File: config.mk
export PLATFORM = sky130hd
export DESIGN_NAME = swrof_isqrt
export DESIGN_NICKNAME = d
export VERILOG_FILES = /design/src/rtl/sliding_window_radius_outlier_filter_defines.svh /design/src/rtl/swrof_pkg.sv /design/src/rtl/swrof_isqrt.sv
export SDC_FILE = /design/constraint.sdc
export NUM_CORES = 1
export LEC_CHECK = 0
export BUFFER_PORTS_ARGS = -buffer_cell sky130_fd_sc_hd__buf_2
export CAP_MARGIN = 40
export CORE_MARGIN = 5
export CORE_UTILIZATION = 45
export DETAILED_ROUTE_END_ITERATION = 16
export GPL_ROUTABILITY_DRIVEN = 0
export GPL_TIMING_DRIVEN = 0
export SLEW_MARGIN = 5
export SYNTH_ARGS = -nofsm -noshare
export SYNTH_HDL_FRONTEND = slang
export SYNTH_SLANG_ARGS = --single-unit
File: constraint.sdc
create_clock -name i_clk -period 11.3 [get_ports i_clk]
set_clock_uncertainty 0.2 [all_clocks]
set_input_delay 1.695 -clock i_clk [delete_from_list [all_inputs] [get_ports i_clk]]
set_output_delay 1.695 -clock i_clk [all_outputs]
set_load 0.05 [all_outputs]
File: src/rtl/sliding_window_radius_outlier_filter_defines.svh
// Assertion macros shared by the radius outlier filter RTL.
// Needs a clock named i_clk and an active-low reset named i_rst_n in scope.
`ifndef SLIDING_WINDOW_RADIUS_OUTLIER_FILTER_DEFINES_SVH
`define SLIDING_WINDOW_RADIUS_OUTLIER_FILTER_DEFINES_SVH

// The consequent must hold in the same cycle as the antecedent.
`define SWROF_ASSERT_SAME(lbl, ante, cons, msg) \
    lbl: assert property (@(posedge i_clk) disable iff (!i_rst_n) (ante) |-> (cons)) \
        else $error(msg);

// The consequent must hold in the cycle after the antecedent.
`define SWROF_ASSERT_NEXT(lbl, ante, cons, msg) \
    lbl: assert property (@(posedge i_clk) disable iff (!i_rst_n) (ante) |=> (cons)) \
        else $error(msg);

`endif

File: src/rtl/swrof_pkg.sv
// Shared widths and constants of the radius outlier filter.
// No dependencies.
package swrof_pkg;

    localparam int COORD_W   = 32;
    localparam int RADIUS_W  = 32;
    localparam int SQ_W      = 2 * COORD_W;
    localparam int THR_W     = 16;
    localparam int FRAC_W    = 16;

    localparam logic [THR_W-1:0] RATIO_RESET = 16'd6554;

endpackage

File: src/rtl/swrof_isqrt.sv
// Bit-serial integer square root, one result bit per cycle.
// Depends on swrof_pkg for the radicand and root widths.
module swrof_isqrt (
    input  logic                          i_clk,
    input  logic                          i_rst_n,
    input  logic                          i_start,
    input  logic [swrof_pkg::SQ_W-1:0]    i_radicand,
    output logic                          o_done,
    output logic [swrof_pkg::RADIUS_W-1:0] o_root
);
    import swrof_pkg::*;

    localparam int REM_W = RADIUS_W + 2;
    localparam int CNT_W = $clog2(RADIUS_W);

    logic [SQ_W-1:0]     r_rad;
    logic [REM_W-1:0]    r_rem;
    logic [RADIUS_W-1:0] r_root;
    logic [CNT_W-1:0]    r_cnt;
    logic                r_busy;
    logic                r_done;

    logic [REM_W-1:0]    w_shifted;
    logic [REM_W-1:0]    w_trial;
    logic                w_fits;

    // Bring down the next two radicand bits and try appending a one to the root.
    assign w_shifted = {r_rem[REM_W-3:0], r_rad[SQ_W-1 -: 2]};
    assign w_trial   = {r_root, 2'b01};
    assign w_fits    = (w_shifted >= w_trial);

    always_ff @(posedge i_clk) begin
        if (!i_rst_n) begin
            r_busy <= 1'b0;
            r_done <= 1'b0;
            r_cnt  <= '0;
        end else begin
            r_done <= 1'b0;
            if (i_start) begin
                r_rad  <= i_radicand;
                r_rem  <= '0;
                r_root <= '0;
                r_cnt  <= '0;
                r_busy <= 1'b1;
            end else if (r_busy) begin
                r_rad  <= {r_rad[SQ_W-3:0], 2'b00};
                r_rem  <= w_fits ? (w_shifted - w_trial) : w_shifted;
                r_root <= {r_root[RADIUS_W-2:0], w_fits};
                r_cnt  <= r_cnt + 1'b1;
                if (r_cnt == CNT_W'(RADIUS_W - 1)) begin
                    r_busy <= 1'b0;
                    r_done <= 1'b1;
                end
            end
        end
    end

    assign o_done = r_done;
    assign o_root = r_root;

endmodule

Word-level counts from Yosys, hierarchy flattened --
Index checks and enable logic that the tools add are counted.
Storage, ports and cells: register bits after elaboration 135, input port bits 67, output and inout bits 33, logic and storage cells 25
Cells by class: add/sub/neg operators 2, magnitude comparators 1, equal/unequal tests 1, muxes and demuxes 9, bitwise operators 2, reduce and logical (&&, ||, !) cells 4
Operators with widths (count):
- $mux W64 | 2
- $mux W32 | 3
- $ge A34 B34 Y1 | 1
- $sub A32 B32 Y32 | 1
- $add A5 B1 Y5 const B | 1
- $eq A5 B5 Y1 const B | 1
- $mux W1 | 4
- $reduce_or A3 Y1 | 1
- $not A1 Y1 | 2
- $reduce_and A2 Y1 | 1
- $reduce_bool A2 Y1 | 1
- $reduce_or A2 Y1 | 1

Depth between registers and ports, before layout --
word-level depth 4, mapped depth 13, mapped depth without buffers 10

Worst setup path before layout --
No wires, ideal clock.
kind input to register, from input port i_start, to register r_root[0], in the netlist o_root[0], enable pin, library setup time 0.499 ns, data arrival time 4.882 ns, required time 10.601 ns, slack 5.720 ns, stages on the path 2, path buffers 1, path through clkbuf_1 > o21a_1
On the way: word-level cells in the longest chain between the ends 2
RTL lines:
- start: declaration | RTL line swrof_isqrt.sv:6 | input logic i_start,
- $reduce_bool A2 Y1 (no source line)
- $reduce_and A2 Y1 (no source line)
- end signal: assignment | RTL line swrof_isqrt.sv:48 | r_root <= {r_root[RADIUS_W-2:0], w_fits};
- end: declaration | RTL line swrof_isqrt.sv:18 | logic [RADIUS_W-1:0] r_root;
Every way passes these cells. A chain may end at the register's enable or synchronous reset.

Worst setup path after layout --
from register r_root[15], in the netlist o_root[15], to register r_rem[21] (data pin)
On the way: word-level cells in the longest chain between the ends 3
RTL lines:
- $sub A32 B32 Y32 or $ge A34 B34 Y1 (tied branches) | RTL line swrof_isqrt.sv:47, swrof_isqrt.sv:30
- $mux W32 * | RTL line swrof_isqrt.sv:47 | r_rem <= w_fits ? (w_shifted - w_trial) : w_shifted;
- $mux W32 * | RTL line swrof_isqrt.sv:45 | end else if (r_busy) begin
- end signal: assignment | RTL line swrof_isqrt.sv:47
- end: declaration | RTL line swrof_isqrt.sv:17 | logic [REM_W-1:0] r_rem;
Mark *: on every way between the ends. The rest lies on a longest branch, timed or not. The select of a mux whose other input is x is not followed.

==> qor.yml <==
power.density_nw_per_um2: 168.5
top_usage_layer: "met2"
postCtsSetupRepairBufs: 0
status: "complete, no violations"
start_kind: "register"
cts.clk_slew.worst_paths_ns: 0.06
multi_input_area_sq_um: 3156
stdcell_count: 1002
cp_cell_sequence: "inv_1 -> ha_1 -> and2_1 -> a311o_1 -> nor3_1 -> nor3b_1 -> o31a_1 -> a21o_1 -> buf_6 -> buf_2 -> a21oi_1 -> nor3_1"
cts_tree: "done"
grtUsageMet2_pct: 26.88
die_x_um: 138.4
ys_top_cells_by_area: "edfxtp_1 52%, mux2_2 9.4%, ha_1 6.1%"
htreeDepth: 4
rsz0062_at_grt: "false"
cp.arrival_ns: 3.47
post-route-period-util_pct: 30.70
dp_hpwl_um: 11440
die_area_sq_um: 19150
clkLatencyLatePin_ns: 0.42
leakage_nw: 3.593
cts_hold_buf: 0
n_antenna_cell: 0
slowest_delay_ns: 0.38
route.detailed.drc: 0
start_util_pct: 45.38
coreArea_sq_um: 16350
clock_tree.root_cell: "clkbuf_16"
cp.required_ns: 11.30
layout-drive-gt1-share_pct: 27.49
drt-pass1-iter-count: 5
max_freq_mhz: 288.2
ctsLongestPathBuffers: 2
routed_wl_um: 15600
final_core_util_pct: 54.26
vias: 5309
netlist_area_sq_um: 7418
grt_max_degree: 50
yosys.area.top_type: "edfxtp_1"
slew_headroom_pct: 50.34
gr-usage-met1_pct: 21.21
die-height_um: 138.4
antenna_found_initial: 0
row_count: 47
grt_first_pass_wirelength_um: 26240
yosysTopAreaCellShare_pct: 51.81
critPathTopFamily: "simple AND/OR/NAND/NOR gates"
syn-instance-count: 650
cts-resized-gates: 0
regArea_sq_um: 3984
postSynthAreaPerCell_sq_um: 11.41
dp_cells: 970
yosysWarnings: 0
ir_drop_v: 0.0001030
grt.overflow.total: 0
synth_flop_cell: "edfxtp_1"
grt_pass1_vias: 5392
synth_edf_count: 128
hold_viol_final: 0
synth_seq_cells: 135
track_usage_pct: 16.62
synth-seq-area-share_pct: 53.70
end_kind: "register"
finalNetCount: 872
worstRegToRegCells: 12
hold_depth: 2
maxCapViolCount: 0
hold_path.class: "reg2reg"
min_period_ns: 3.469
io_buffers: 98
ys_types: 58
path_class: "reg2reg"
viasPerCell: 5.298
drv_slew: 0
grtUsageMet3_pct: 5.076
synth_nets: 753
wl_per_cell_um: 15.57
crit_cells: 12
worst_hold_slack_ns: 0.3161
cts_buffers: 17
synth.most_common_cell: "edfxtp_1"
synth_commonest_cells: "128 x edfxtp_1, 65 x nand2_1, 62 x mux2_2"
setup_viol: 0
ant_nets: 0
slowest_stage: "ha_1"
critPathBufInv: 3
tightest_slew_ns: 0.7449
io_pins: 100
setup_tns_ns: 0
synthArstFlopShare_pct: 0
path_common_cell: "nor3_1"
finalPower_w: 0.001495
filler_cell_count: 1501
first_iter_violations: 290
path_max_fanout: 10
cts_sinks: 135
areaGrowthSynthToFinish_pct: 19.56
stage by stage:
stage / worst slack [ns] / cell area [sq um]
global placement: 4.214 / 8184
detailed placement: 7.333 / 8247
global route: 7.490 / 8870
finish: 7.831 / 8870
CTS: 7.779 / 8870
floorplan: 5.720 / 7418
sequential cells by signal, summed over array words and instances (netlist names):
signal / flops
r_rem: 32
r_cnt: 5
o_root: 32
r_rad: 64
o_done: 1
r_busy: 1
tightest hold or removal path: stages, from the launching register on:
cell and delay [ns]:
dfxtp_1 0.34, xor2_1 0.07, nor2_1 0.07
layer usage:
layer | part of all wire [%] | vias to the layer above
li1 | - | 2627
met1 | 45 | 2520
met2 | 47 | 142
met3 | 6.4 | 20
met4 | 1.7 | 0
met5 | 0 | -
placed cells by master, fill, tap and decap left out, types with 5 or more instances in the layout:
cell         n
edfxtp_1   128
buf_2      103
nand2_1     65
mux2_2      62
nor2_1      52
a21oi_1     46
inv_1       41
ha_1        36
a21o_1      21
clkbuf_1    18
clkbuf_16   17
nand3_1     16
o21ai_0     16
nor3_1      13
xor2_1      13
xnor2_1     11
and2_1       7
dfxtp_1      7
o211ai_1     6
a31oi_1      6
nand2b_1     6
nand4_1      6
and3_1       5
o21a_1       5
nor2b_1      5
power by group:
part           internal, W  switching [W]  leakage [nW]
Sequential        0.000594      0.0000138          1.30
Clock             0.000362       0.000220         0.302
Combinational     0.000119       0.000186          2.00
Total              0.00107       0.000420          3.59
final timing paths:
path               end  slack [ns]       start
min reg2reg   r_cnt[3]        0.32    r_cnt[3]
max          r_rem[21]        7.83  o_root[15]
min           r_cnt[3]        0.32    r_cnt[3]
max reg2reg  r_rem[21]        7.83  o_root[15]
logic make-up after synthesis:
family	count (synthesis)	share of synthesized area [%]
AND/OR/NAND/NOR	183	11.06
AO/OA/AOI/OAI	136	12.65
flip-flops	135	53.70
buffers and inverters	71	3.862
multiplexers	65	9.816
adder cells (fa/ha/maj)	36	6.072
XOR/XNOR	24	2.834
layout make-up:
type,instances,share of cell area [%]
multi-input cells,444,35.58
plain buffers,30,1.495
clock inverters,13,1.918
repair buffers,100,6.150
inverters,41,1.735
flip-flops and latches,135,44.91
well taps,220,3.103
clock buffers,19,5.106
Power figures use the tool's default switching activity.
